**src/pls_pkg.sv**
```systemverilog
package pls_pkg;

    localparam logic [1:0] KIND_INSERT = 2'd0;
    localparam logic [1:0] KIND_SEARCH = 2'd1;
    localparam logic [1:0] KIND_DELETE = 2'd2;

    localparam logic [1:0] STAT_OK       = 2'd0;
    localparam logic [1:0] STAT_BADPOS   = 2'd1;
    localparam logic [1:0] STAT_NOTFOUND = 2'd2;
    localparam logic [1:0] STAT_FULL     = 2'd3;

    // Hit-vector bits that one scan step examines.
    localparam int SCAN_W = 8;

    typedef struct packed {
        logic [1:0]         kind;
        logic [4:0]         position;
        logic signed [31:0] value;
    } t_cmd;

    typedef struct packed {
        logic [1:0] status;
        logic [3:0] found_index;
        logic [4:0] length;
    } t_result;

    typedef enum logic {
        S_IDLE,
        S_SCAN
    } t_state;

    // Commands from the controller to the datapath.
    typedef struct packed {
        logic exec;     // perform insert, delete or unused kind now
        logic load;     // capture the parallel compare of a search
        logic scan;     // examine the next group of hit bits
    } t_ctl;

    // Status from the datapath to the controller.
    typedef struct packed {
        logic scan_done;
    } t_sts;

    function automatic logic [2:0] prio8(input logic [SCAN_W-1:0] v);
        logic [2:0] p;
        p = 3'd0;
        for (int i = SCAN_W - 1; i >= 0; i--) begin
            if (v[i]) begin
                p = 3'(i);
            end
        end
        return p;
    endfunction

endpackage

```
**src/pls_ctrl.sv**
```systemverilog
module pls_ctrl (
    input  logic            i_clk,
    input  logic            i_rst_n,
    input  logic            i_start,
    input  logic [1:0]      i_kind,
    input  pls_pkg::t_sts   i_sts,
    output pls_pkg::t_ctl   o_ctl,
    output logic            o_busy
);

    pls_pkg::t_state r_state;
    pls_pkg::t_state n_state;

    always_ff @(posedge i_clk) begin
        if (!i_rst_n) begin
            r_state <= pls_pkg::S_IDLE;
        end else begin
            r_state <= n_state;
        end
    end

    always_comb begin
        n_state = r_state;
        o_ctl   = '0;
        o_busy  = 1'b0;
        case (r_state)
            pls_pkg::S_IDLE: begin
                if (i_start) begin
                    if (i_kind == pls_pkg::KIND_SEARCH) begin
                        o_ctl.load = 1'b1;
                        n_state    = pls_pkg::S_SCAN;
                    end else begin
                        o_ctl.exec = 1'b1;
                    end
                end
            end
            pls_pkg::S_SCAN: begin
                o_busy     = 1'b1;
                o_ctl.scan = 1'b1;
                if (i_sts.scan_done) begin
                    n_state = pls_pkg::S_IDLE;
                end
            end
            default: begin
                n_state = pls_pkg::S_IDLE;
            end
        endcase
    end

endmodule

```
**src/pls_datapath.sv**
```systemverilog
module pls_datapath #(
    parameter int DEPTH = 16
) (
    input  logic             i_clk,
    input  logic             i_rst_n,
    input  pls_pkg::t_ctl    i_ctl,
    input  pls_pkg::t_cmd    i_cmd,
    output pls_pkg::t_sts    o_sts,
    output pls_pkg::t_result o_result,
    output logic             o_done
);

    localparam int CW = $clog2(DEPTH + 1);
    localparam int HW = ((DEPTH + pls_pkg::SCAN_W - 1) / pls_pkg::SCAN_W) * pls_pkg::SCAN_W;

    logic signed [31:0] r_cells [DEPTH];
    logic signed [31:0] n_cells [DEPTH];
    logic [CW-1:0]      r_count;
    logic [CW-1:0]      n_count;
    logic [HW-1:0]      r_hits;
    logic [HW-1:0]      n_hits;
    logic [HW-1:0]      load_hits;
    logic [CW-1:0]      r_base;
    logic [CW-1:0]      n_base;
    pls_pkg::t_result   r_result;
    pls_pkg::t_result   n_result;
    logic               r_done;
    logic               n_done;

    logic               ins_ok;
    logic               del_ok;
    logic               pos_le_cnt;
    logic               pos_lt_cnt;
    logic               is_full;
    logic               low_hit;
    logic               rest_zero;
    logic [HW-1:0]      rest;
    logic [31:0]        hit_idx;

    assign pos_le_cnt = 32'(i_cmd.position) <= 32'(r_count);
    assign pos_lt_cnt = 32'(i_cmd.position) <  32'(r_count);
    assign is_full    = 32'(r_count) == 32'(DEPTH);
    assign ins_ok     = i_ctl.exec && (i_cmd.kind == pls_pkg::KIND_INSERT)
                        && pos_le_cnt && !is_full;
    assign del_ok     = i_ctl.exec && (i_cmd.kind == pls_pkg::KIND_DELETE) && pos_lt_cnt;

    // Each cell takes its own value, the new value, or a neighbor's.
    for (genvar g = 0; g < DEPTH; g++) begin : g_cell
        logic from_low;
        logic from_high;
        logic take_new;
        assign take_new  = ins_ok && (32'(g) == 32'(i_cmd.position));
        assign from_low  = ins_ok && (32'(g) >  32'(i_cmd.position));
        assign from_high = del_ok && (32'(g) >= 32'(i_cmd.position));
        if (g == 0) begin : g_first
            always_comb begin
                if (take_new) begin
                    n_cells[g] = i_cmd.value;
                end else if (from_high) begin
                    n_cells[g] = r_cells[g + 1];
                end else begin
                    n_cells[g] = r_cells[g];
                end
            end
            assign load_hits[g] = (r_cells[g] == i_cmd.value) && (32'(g) < 32'(r_count))
                                  && !from_low;
        end else if (g == DEPTH - 1) begin : g_last
            always_comb begin
                if (take_new) begin
                    n_cells[g] = i_cmd.value;
                end else if (from_low) begin
                    n_cells[g] = r_cells[g - 1];
                end else begin
                    n_cells[g] = r_cells[g];
                end
            end
            assign load_hits[g] = (r_cells[g] == i_cmd.value) && (32'(g) < 32'(r_count))
                                  && !from_high;
        end else begin : g_mid
            always_comb begin
                if (take_new) begin
                    n_cells[g] = i_cmd.value;
                end else if (from_low) begin
                    n_cells[g] = r_cells[g - 1];
                end else if (from_high) begin
                    n_cells[g] = r_cells[g + 1];
                end else begin
                    n_cells[g] = r_cells[g];
                end
            end
            assign load_hits[g] = (r_cells[g] == i_cmd.value) && (32'(g) < 32'(r_count));
        end
    end

    if (HW > DEPTH) begin : g_pad
        assign load_hits[HW-1:DEPTH] = '0;
    end

    always_ff @(posedge i_clk) begin
        for (int i = 0; i < DEPTH; i++) begin
            r_cells[i] <= n_cells[i];
        end
    end

    assign low_hit   = |r_hits[pls_pkg::SCAN_W-1:0];
    assign rest      = r_hits >> pls_pkg::SCAN_W;
    assign rest_zero = (rest == '0);
    assign hit_idx   = 32'(r_base) + 32'(pls_pkg::prio8(r_hits[pls_pkg::SCAN_W-1:0]));
    assign o_sts.scan_done = low_hit || rest_zero;

    always_comb begin
        n_count  = r_count;
        n_hits   = r_hits;
        n_base   = r_base;
        n_done   = 1'b0;
        n_result = r_result;
        if (i_ctl.exec) begin
            n_done             = 1'b1;
            n_result.status    = pls_pkg::STAT_OK;
            n_result.found_index = '0;
            case (i_cmd.kind)
                pls_pkg::KIND_INSERT: begin
                    if (!pos_le_cnt) begin
                        n_result.status = pls_pkg::STAT_BADPOS;
                    end else if (is_full) begin
                        n_result.status = pls_pkg::STAT_FULL;
                    end else begin
                        n_count = r_count + CW'(1);
                    end
                end
                pls_pkg::KIND_DELETE: begin
                    if (!pos_lt_cnt) begin
                        n_result.status = pls_pkg::STAT_BADPOS;
                    end else begin
                        n_count = r_count - CW'(1);
                    end
                end
                default: begin
                end
            endcase
            n_result.length = 5'(32'(n_count));
        end else if (i_ctl.load) begin
            n_hits = load_hits;
            n_base = '0;
        end else if (i_ctl.scan) begin
            if (low_hit) begin
                n_done               = 1'b1;
                n_result.status      = pls_pkg::STAT_OK;
                n_result.found_index = hit_idx[3:0];
                n_result.length      = 5'(32'(r_count));
            end else if (rest_zero) begin
                n_done               = 1'b1;
                n_result.status      = pls_pkg::STAT_NOTFOUND;
                n_result.found_index = '0;
                n_result.length      = 5'(32'(r_count));
            end else begin
                n_hits = rest;
                n_base = r_base + CW'(pls_pkg::SCAN_W);
            end
        end
    end

    always_ff @(posedge i_clk) begin
        if (!i_rst_n) begin
            r_count <= '0;
            r_done  <= 1'b0;
        end else begin
            r_count <= n_count;
            r_done  <= n_done;
        end
        r_hits   <= n_hits;
        r_base   <= n_base;
        r_result <= n_result;
    end

    assign o_result = r_result;
    assign o_done   = r_done;

endmodule

```
**src/positional_list_store.sv**
```systemverilog
// Ordered list of up to DEPTH signed 32-bit values. A command beat is taken
// at a rising edge where start is high and busy is low; it inserts, deletes or
// searches as given by its kind. Insert and delete (and the unused kind) are
// done in the cycle the beat is taken, with the whole row of cells shifting at
// once, so busy stays low and a new beat can follow in the very next cycle.
// A search captures a parallel compare of all cells, then walks the hit
// vector eight entries per cycle with a small priority encoder; busy is high
// during that walk, which ends at the first group that holds a match, or when
// no hits are left beyond the current group. Every beat gives exactly one
// result beat, shown on o_result for a single cycle with o_done high, in the
// cycle after the last cycle of work. There is no back pressure on the result
// side: the receiver must take each result beat in the cycle it appears.
// Status codes: 0 ok, 1 bad position, 2 not found, 3 list full. The length
// field and the found index carry the low bits of their values when DEPTH is
// large.
module positional_list_store #(
    parameter int DEPTH = 16
) (
    input  logic             i_clk,
    input  logic             i_rst_n,
    input  logic             start,
    output logic             busy,
    input  pls_pkg::t_cmd    i_cmd,
    output logic             o_done,
    output pls_pkg::t_result o_result
);

    // Command and status between the sequencer and the cell row.
    pls_pkg::t_ctl ctl;
    pls_pkg::t_sts sts;

    pls_ctrl u_ctrl (
        .i_clk   (i_clk),
        .i_rst_n (i_rst_n),
        .i_start (start),
        .i_kind  (i_cmd.kind),
        .i_sts   (sts),
        .o_ctl   (ctl),
        .o_busy  (busy)
    );

    // The datapath holds the shift cells, the length counter, the hit
    // vector of a running search and the registered result beat.
    pls_datapath #(
        .DEPTH (DEPTH)
    ) u_dp (
        .i_clk    (i_clk),
        .i_rst_n  (i_rst_n),
        .i_ctl    (ctl),
        .i_cmd    (i_cmd),
        .o_sts    (sts),
        .o_result (o_result),
        .o_done   (o_done)
    );

endmodule

```
**config.mk**
```make
export PLATFORM = sky130hd
export DESIGN_NAME = positional_list_store
export DESIGN_NICKNAME = d
export VERILOG_FILES = /design/src/pls_pkg.sv /design/src/pls_ctrl.sv /design/src/pls_datapath.sv /design/src/positional_list_store.sv
export SDC_FILE = /design/constraint.sdc
export NUM_CORES = 1
export LEC_CHECK = 0
export BUFFER_PORTS_ARGS = -buffer_cell sky130_fd_sc_hd__clkbuf_2
export CAP_MARGIN = 10
export CORE_MARGIN = 2
export CORE_UTILIZATION = 40
export DETAILED_ROUTE_END_ITERATION = 7
export PLACE_DENSITY = 0.55
export SLEW_MARGIN = 20
export SYNTH_ARGS = -nofsm -noshare
export SYNTH_HDL_FRONTEND = slang
export SYNTH_SLANG_ARGS = --single-unit
export TNS_END_PERCENT = 1
```
**constraint.sdc**
```tcl
create_clock -name i_clk -period 5.6 [get_ports i_clk]
set_input_delay 1.12 -clock i_clk [delete_from_list [all_inputs] [get_ports i_clk]]
set_output_delay 1.12 -clock i_clk [all_outputs]
set_load 0.02 [all_outputs]
```
==> results of run 1 <==
registers in the layout (all words and copies together) (netlist names):
name,count
u_dp.o_done,1
u_dp.r_count,5
u_dp.r_base,1
u_dp.r_hits,16
u_ctrl.r_state,1
u_dp.r_cells,512
u_dp.o_result,11
routing by layer:
metal | up-vias | track usage | part of all wire
met5 | - | 0 | 0
met4 | 0 | 0.132 | 0.051
met3 | 292 | 0.0390 | 0.073
met2 | 1328 | 0.486 | 0.48
met1 | 13100 | 0.371 | 0.40
li1 | 11700 | - | -
worst max path at each step:
stage	start	endpoint	slack, ns	depth (start not counted)
2_1_floorplan	i_cmd[36]	u_dp.r_cells[0][64]	0.26	8
3_3_place_gp	i_cmd[34]	u_dp.r_cells[1][205]	0.91	9
3_5_place_dp	i_cmd[34]	u_dp.r_cells[0][159]	0.89	9
4_1_cts	i_cmd[34]	u_dp.r_cells[0][159]	1.52	9
5_1_grt	u_dp.r_count[1]	u_dp.r_cells[0][93]	1.32	9
6_report	i_cmd[34]	u_dp.r_cells[0][159]	1.45	9
synthesized netlist by cell type, types with 7 or more instances:
library cell               instances  share of area
sky130_fd_sc_hd__buf_1            37         0.0041
sky130_fd_sc_hd__ha_1              9         0.0034
sky130_fd_sc_hd__and2_1            8         0.0015
sky130_fd_sc_hd__mux2_2           22         0.0074
sky130_fd_sc_hd__nand2_1         365          0.041
sky130_fd_sc_hd__mux2i_1         301          0.090
sky130_fd_sc_hd__a31oi_1          35         0.0065
sky130_fd_sc_hd__nand4_1          79          0.015
sky130_fd_sc_hd__nor4_1           92          0.017
sky130_fd_sc_hd__xor2_1          277          0.072
sky130_fd_sc_hd__buf_4            10         0.0022
sky130_fd_sc_hd__edfxtp_1        536           0.48
sky130_fd_sc_hd__o21ai_1          39         0.0058
sky130_fd_sc_hd__o21ai_0          94          0.014
sky130_fd_sc_hd__nor2_1          322          0.036
sky130_fd_sc_hd__xnor2_1         236          0.062
sky130_fd_sc_hd__dfxtp_1          11         0.0066
sky130_fd_sc_hd__mux2_1           42          0.014
sky130_fd_sc_hd__inv_1            16         0.0018
sky130_fd_sc_hd__nand2b_1          7         0.0013
sky130_fd_sc_hd__nor3_1           24         0.0036
sky130_fd_sc_hd__clkbuf_1        218          0.024
sky130_fd_sc_hd__nand3_1          18         0.0027
sky130_fd_sc_hd__a22oi_1          63          0.014
sky130_fd_sc_hd__or3_1             7         0.0013
sky130_fd_sc_hd__a21oi_1         327          0.049
sky130_fd_sc_hd__buf_2            35         0.0052
report_power, final:
group | leakage, nW | internal [mW] | total, mW | switching, mW
Combinational | 6.92 | 0.260 | 0.806 | 0.546
Sequential | 4.94 | 4.50 | 4.56 | 0.0594
Clock | 0.983 | 2.33 | 4.12 | 1.80
final cells by class:
cell class                      count  share of cell area
Clock inverter                     26             0.00506
Timing Repair Buffer              177              0.0342
Clock buffer                       90              0.0489
Sequential cell                   547               0.439
Antenna cell                        1           0.0000674
Multi-Input combinational cell   2433               0.434
Inverter                           16             0.00162
Tap cell                         1080              0.0364
placed cells by master, fill, tap and decap left out, types with 6 or more instances in the layout:
master / synthesis / layout
sky130_fd_sc_hd__edfxtp_1: 536 / 536
sky130_fd_sc_hd__nand2_1: 365 / 362
sky130_fd_sc_hd__a21oi_1: 327 / 321
sky130_fd_sc_hd__nor2_1: 322 / 314
sky130_fd_sc_hd__mux2i_1: 301 / 301
sky130_fd_sc_hd__xor2_1: 277 / 277
sky130_fd_sc_hd__xnor2_1: 236 / 236
sky130_fd_sc_hd__buf_4: 10 / 117
sky130_fd_sc_hd__o21ai_0: 94 / 93
sky130_fd_sc_hd__nor4_1: 92 / 92
sky130_fd_sc_hd__nand4_1: 79 / 79
sky130_fd_sc_hd__clkbuf_16: 0 / 69
sky130_fd_sc_hd__a22oi_1: 63 / 63
sky130_fd_sc_hd__clkbuf_2: 0 / 54
sky130_fd_sc_hd__mux2_1: 42 / 42
sky130_fd_sc_hd__o21ai_1: 39 / 39
sky130_fd_sc_hd__a31oi_1: 35 / 35
sky130_fd_sc_hd__mux2_2: 22 / 22
sky130_fd_sc_hd__nor3_1: 24 / 21
sky130_fd_sc_hd__clkbuf_1: 218 / 20
sky130_fd_sc_hd__inv_1: 16 / 16
sky130_fd_sc_hd__nand3_1: 18 / 14
sky130_fd_sc_hd__dfxtp_1: 11 / 11
sky130_fd_sc_hd__clkinv_2: 0 / 10
sky130_fd_sc_hd__clkinv_1: 0 / 10
sky130_fd_sc_hd__ha_1: 9 / 9
sky130_fd_sc_hd__nand2b_1: 7 / 7
sky130_fd_sc_hd__and2_1: 8 / 7
sky130_fd_sc_hd__nor2_4: 0 / 7
sky130_fd_sc_hd__or3_1: 7 / 6
sky130_fd_sc_hd__a21oi_4: 0 / 6
sky130_fd_sc_hd__buf_12: 0 / 6
critical path, stage by stage:
cell and delay, ns:
sky130_fd_sc_hd__clkbuf_2 0.42, sky130_fd_sc_hd__ha_1 0.34, sky130_fd_sc_hd__nor2_1 0.16, sky130_fd_sc_hd__a211o_1 0.24, sky130_fd_sc_hd__a2bb2oi_1 0.15, sky130_fd_sc_hd__nor3_1 0.62, sky130_fd_sc_hd__nand2b_1 0.60, sky130_fd_sc_hd__a21oi_4 0.27
sky130_fd_sc_hd__buf_4 0.43
metrics by stage:
step	cell area [um2]	instances	hold WS, ns	setup WS, ns	utilization
floorplan	33500	3299	0.460	0.256	-
global placement	35100	4252	0.452	0.914	0.421
detailed placement	35100	4252	0.458	0.886	0.421
CTS	37100	4368	0.478	1.52	0.445
global route	37100	4369	0.503	1.32	0.446
finish	37100	4370	0.469	1.45	0.446
logic make-up (layout without fill, tap and decap cells):
logic type,count (synthesis),after routing,share of synthesized area
and+or+nand+nor,954,954,0.127
adders and majority gates,9,9,0.00336
DFF,547,547,0.487
xor gates and xnor gates,513,513,0.134
muxes,365,365,0.111
buffers and inverters,319,309,0.0388
other,0,1,0
AOI/OAI and AO/OA,592,592,0.0986
==> impl_results.rst, run 1 <==
.. list-table::
   :header-rows: 1

   * - Metric
     - Value
   * - Number of standard cells after synthesis
     - 3299
   * - Status
     - finished, final reports clean
   * - Number of gates given a new drive strength after cts
     - 0
   * - Number of global-route vias before repair
     - 26100
   * - Worst Max-Slew Pin Slew
     - 1.08 ns
   * - Buffer type at the clock tree root
     - sky130_fd_sc_hd__clkbuf_16
   * - Clk sink count
     - 547
   * - Residual overflow from global routing
     - 0
   * - Final Total Pwr
     - 9.49 mW
   * - Number of DRC violations after detailed-routing iteration 0
     - 2962
   * - Total length of routed wires
     - 127000 um
   * - Number of register bits inferred by synthesis
     - 547
   * - Final Hold Vio Count
     - 0
   * - Seq. cell area
     - 16300 um2
   * - Reg2Reg Setup Slack
     - 1.51 ns
   * - Initial antenna violation count
     - 1
   * - Height of the chip
     - 294 um
   * - Startpoint type of the worst setup path
     - primary input
   * - Worst R2R End
     - u_dp.r_cells[0][159]
   * - CTS H-Tree Depth
     - 3
   * - Hold-critical path endpoint
     - u_dp.o_result[6]
   * - Total leakage power
     - 12.8 nW
   * - Port bufs
     - 54
   * - Fill cell total of the finished layout
     - 7920
   * - Hold Startpoint
     - u_dp.o_result[6]
   * - Distinct cells, synth
     - 65
   * - Critical Path RT
     - 5.85 ns
   * - Relative slew margins
     - 0.273
   * - Ports
     - 55
   * - Global-route wire length before repair
     - 183000 um
   * - Number of buffers created by CTS
     - 66
   * - Worst-skew pair later-pin latency
     - 0.63 ns
   * - Worst Setup Path Type
     - primary input to flip-flop
   * - Multi-input combinational cell area
     - 16100 um2
   * - Postcts setup bufs
     - 0
   * - Fraction of registers with async set or reset after synthesis
     - 0
   * - Area added between synthesis and finish
     - 10.7%
   * - Final RePlAce weighted congestion
     - 0.923
   * - Max cap viols
     - 0
   * - Endpoint type of the worst setup path
     - flip-flop
   * - Layout Nets
     - 3292
   * - Post-route setup TNS
     - 0 ns
   * - Maximum clock frequency
     - 241 MHz
   * - Max-slew violation count
     - 0
   * - Hold Path Depth
     - 2
   * - Synthesized netlist net count
     - 3350
   * - IR drop worst, VDD
     - 197 uV
   * - Number of nets still failing antenna checks after routing
     - 0
   * - Setup repair after global routing missed its margin
     - false
   * - Endpoints failing setup
     - 0
   * - Starting density of the core
     - 0.403
   * - Ratio of total power to cell area
     - 256 nW/um2
   * - Mean instance size in the synthesized netlist
     - 10.2 um2
   * - FF-to-FF path depth
     - 9
   * - Portion of the clock cycle consumed by the worst path in the final layout
     - 0.742
   * - Count of flip-flops with a built-in enable after synthesis
     - 536
   * - Die outline area
     - 86200 um2
   * - Clock period minus final worst setup slack
     - 4.15 ns
   * - Yosys warnings
     - 0
   * - Pin count of the biggest net entering global routing
     - 97
   * - Crit path arrival time
     - 4.40 ns
   * - Cell Area, Synth
     - 33500 um2
   * - Core Footprint
     - 83300 um2
   * - Fraction of final layout cells sized beyond drive strength 1
     - 0.101
   * - Class of the worst hold path
     - flip-flop to flip-flop
   * - Primary flip-flop cell chosen by synthesis mapping
     - sky130_fd_sc_hd__edfxtp_1
   * - CP max FO
     - 32
   * - Register area share after synthesis
     - 0.487
   * - Setup Skew
     - 0.0330 ns
   * - Global Route Usage Sum
     - 0.289
   * - Cell row count
     - 106
   * - Detailed Routing Iterations Pass 1
     - 5
   * - Count of unresolved DRC violations after routing
     - 0
   * - Total number of vias
     - 26400
   * - Post-detailed-route via-to-cell ratio
     - 6.04
   * - CTS tree
     - built
   * - Width of the chip
     - 294 um
   * - Placed wire-length estimate after detailed placement
     - 91400 um
   * - Clock transition at the register clock pins on the worst setup and hold paths after CTS
     - 0.05 ns
   * - CTS Buffer Depth
     - 3
   * - Start of the worst register-to-register path
     - u_dp.r_count[1]
   * - CTS Hold Bufs
     - 0
   * - Avg WL per Cell
     - 29.1 um
No activity file was read; power rests on OpenSTA's default activity.
==> run 2: changes to the inputs <==
--- a/config.mk
+++ b/config.mk
@@ -10,7 +10,7 @@
 export CORE_MARGIN = 2
 export CORE_UTILIZATION = 40
 export DETAILED_ROUTE_END_ITERATION = 7
-export PLACE_DENSITY = 0.55
+export PLACE_DENSITY = 0.53
 export SLEW_MARGIN = 20
 export SYNTH_ARGS = -nofsm -noshare
 export SYNTH_HDL_FRONTEND = slang
==> constraint.sdc (replaced) <==
create_clock -name i_clk -period 4.1 [get_ports i_clk]
set_input_delay 0.82 -clock i_clk [delete_from_list [all_inputs] [get_ports i_clk]]
set_output_delay 0.82 -clock i_clk [all_outputs]
set_load 0.02 [all_outputs]
==> run 2 against run 1 <==
  * Clock skew is 0.0093 ns lower
  * Clock power is 39% higher
  * Power is 38% higher
  * Register-to-register slack worse by 0.75 ns
  * First-iteration DRC count is 6.3% higher
  * Largest cell class unchanged
  * Largest power group unchanged
==> impl_results.rst, run 2 (synthesis results as in run 1) <==
.. list-table::
   :header-rows: 1

   * - Metric
     - Value
   * - Detailed Routing Iterations Pass 1
     - 6
   * - Layout Nets
     - 3340
   * - Clock power share
     - 0.435
   * - Worst-skew pair later-pin latency
     - 0.62 ns
   * - FF-to-FF path depth
     - 8
   * - Switching power
     - 3.34 mW
   * - Placed wire-length estimate after detailed placement
     - 95700 um
   * - Largest Register
     - u_dp.r_cells
   * - Count of unresolved DRC violations after routing
     - 0
   * - Port bufs
     - 54
   * - Avg WL per Cell
     - 30.4 um
   * - Fill cell total of the finished layout
     - 7938
   * - Last element of the critical path
     - u_dp.r_cells[0][176]
   * - CTS Buffer Depth
     - 3
   * - Fraction of final layout cells sized beyond drive strength 1
     - 0.113
   * - Critical Path RT
     - 4.45 ns
   * - Worst Setup Path Type
     - flip-flop to flip-flop
   * - Core Footprint
     - 83300 um2
   * - Initial antenna violation count
     - 1
   * - Largest stage delay on the critical path
     - 0.73 ns
   * - Buffer type at the clock tree root
     - sky130_fd_sc_hd__clkbuf_16
   * - Final RePlAce weighted congestion
     - 0.938
   * - CP Launch Point
     - u_dp.r_count[4]
   * - Number of gates given a new drive strength after cts
     - 0
   * - Crit path arrival time
     - 3.69 ns
   * - Class of the worst hold path
     - flip-flop to flip-flop
   * - Height of the chip
     - 294 um
   * - Number of nets still failing antenna checks after routing
     - 0
   * - Width of the chip
     - 294 um
   * - Ports
     - 55
   * - Relative slew margins
     - 0.312
   * - Startpoint type of the worst setup path
     - flip-flop
   * - Net switching share of the total power
     - 0.255
   * - Area added between synthesis and finish
     - 12.9%
   * - Number of buffer and inverter stages on the critical path
     - 2
   * - Most common library cell in the layout ignoring fill and taps
     - sky130_fd_sc_hd__edfxtp_1
   * - Total leakage power
     - 13.2 nW
   * - Number of flip-flops in the largest register
     - 512
   * - Worst R2R End
     - u_dp.r_cells[0][176]
   * - Number of global-route vias before repair
     - 26600
   * - Post-detailed-route via-to-cell ratio
     - 6.14
   * - Total number of vias
     - 27100
   * - Setup repair after global routing missed its margin
     - false
   * - Crit path cell chain
     - inv_1 -> ha_1 -> a21o_1 -> o21ai_1 -> and3_2 -> buf_4 -> mux2i_1 -> a21oi_1
   * - Clock period minus final worst setup slack
     - 3.34 ns
   * - Postcts setup bufs
     - 0
   * - Setup Skew
     - 0.0237 ns
   * - Maximum clock frequency
     - 299 MHz
   * - Dominant delay contributor by cell family on the critical path
     - compound AO/OA/AOI/OAI gates
   * - Start of the worst register-to-register path
     - u_dp.r_count[4]
   * - Max cap viols
     - 0
   * - Endpoints failing setup
     - 0
   * - Final Hold Slack
     - 0.468 ns
   * - Portion of the clock cycle consumed by the worst path in the final layout
     - 0.814
   * - CTS Hold Bufs
     - 0
   * - Residual overflow from global routing
     - 0
   * - Internal portion of total power
     - 9.78 mW
   * - Starting density of the core
     - 0.403
   * - Status
     - finished, final reports clean
   * - Global Route Usage Sum
     - 0.306
   * - Die outline area
     - 86200 um2
   * - Final Hold Vio Count
     - 0
   * - Global-route wire length before repair
     - 192000 um
   * - Final core utilization
     - 0.454
   * - Pin count of the biggest net entering global routing
     - 65
   * - IR drop worst, VDD
     - 264 uV
   * - Endpoint type of the worst setup path
     - flip-flop
   * - Part of the power in combinational logic
     - 0.090
   * - Reg2Reg Setup Slack
     - 0.76 ns
   * - Ratio of total power to cell area
     - 347 nW/um2
   * - Max stage delay cell, worst path
     - sky130_fd_sc_hd__o21ai_1
   * - Instance count on the critical path
     - 8
   * - Number of buffers created by CTS
     - 67
   * - Share of power burned in registers
     - 0.475
   * - Max-slew violation count
     - 0
   * - Worst Max-Slew Pin Slew
     - 1.03 ns
   * - CTS H-Tree Depth
     - 3
   * - CP max FO
     - 32
   * - Antenna Diode Count
     - 0
   * - CTS tree
     - built
   * - Commonest non-fill, non-tap cells in the layout
     - 536 x sky130_fd_sc_hd__edfxtp_1, 362 x sky130_fd_sc_hd__nand2_1, 321 x sky130_fd_sc_hd__a21oi_1
   * - Clk sink count
     - 547
   * - Cell row count
     - 106
   * - Total length of routed wires
     - 134000 um
   * - Number of DRC violations after detailed-routing iteration 0
     - 3150
   * - Clock transition at the register clock pins on the worst setup and hold paths after CTS
     - 0.06 ns
==> run 2: cell types whose count changed in the layout (fill, tap and decap cells not counted), moves of 3 or more <==
cell	change
sky130_fd_sc_hd__clkbuf_1	+3
sky130_fd_sc_hd__buf_4	+19
sky130_fd_sc_hd__clkinv_2	-3
sky130_fd_sc_hd__buf_12	+28
==> run 2: worst min-delay path by stage <==
stage | start | to | slack (ns) | depth (start not counted)
3_3_place_gp | u_dp.o_result[7] | u_dp.o_result[7] | 0.46 | 2
5_1_grt | i_rst_n | u_ctrl.r_state | 0.48 | 2
3_5_place_dp | u_dp.o_result[6] | u_dp.o_result[6] | 0.46 | 2
2_1_floorplan | u_dp.r_hits[1] | u_dp.o_result[6] | 0.46 | 1
4_1_cts | i_rst_n | u_ctrl.r_state | 0.45 | 2
6_report | u_dp.o_result[7] | u_dp.o_result[7] | 0.47 | 2
==> run 2: power by group through the flow <==
stage | clock network, mW | registers (mW) | logic, mW
global route | 5.99 | 6.23 | 1.24
floorplan | 0 | 6.31 | 0.686
finish | 5.71 | 6.23 | 1.18
global placement | 0 | 6.34 | 1.15
CTS | 5.80 | 6.23 | 1.16
detailed placement | 0 | 6.34 | 1.16
==> run 2: per-layer routing <==
metal | routed length, um | up-vias | track usage
li1 | - | 11800 | -
met1 | 53300 | 13500 | 0.393
met2 | 63200 | 1477 | 0.501
met3 | 9750 | 368 | 0.0436
met4 | 8040 | 2 | 0.161
met5 | 12 | - | 0
==> run 2: worst register-to-register path, stage by stage, from the launching register on <==
cell                      delay [ns]
sky130_fd_sc_hd__dfxtp_1        0.31
sky130_fd_sc_hd__inv_1          0.25
sky130_fd_sc_hd__ha_1           0.34
sky130_fd_sc_hd__a21o_1         0.21
sky130_fd_sc_hd__o21ai_1        0.73
sky130_fd_sc_hd__and3_2         0.34
sky130_fd_sc_hd__buf_4          0.48
sky130_fd_sc_hd__mux2i_1        0.31
sky130_fd_sc_hd__a21oi_1        0.10
==> run 2: area by class of cell <==
cell class	count	area, um2	area share
clock buffers	92	1810	0.0479
multi-input cells	2433	16100	0.426
repair buffers	224	1970	0.0521
flip-flops and latches	547	16300	0.431
well taps	1080	1350	0.0357
clock inverters	26	208	0.00549
inverters	16	60.1	0.00159
==> run 2: through the flow <==
step                      setup TNS (ns)  power, mW  setup WS [ns]  cell area [um2]  std cells
after global routing                   0       13.5          0.558            37900       4418
after global placement                 0       7.49          0.328            35800       4300
after CTS                              0       13.2          0.772            37900       4418
final                                  0       13.1          0.761            37900       4418
after floorplan                   -15.00       7.00         -0.159            33500       3299
after detailed placement               0       7.50          0.309            35800       4300
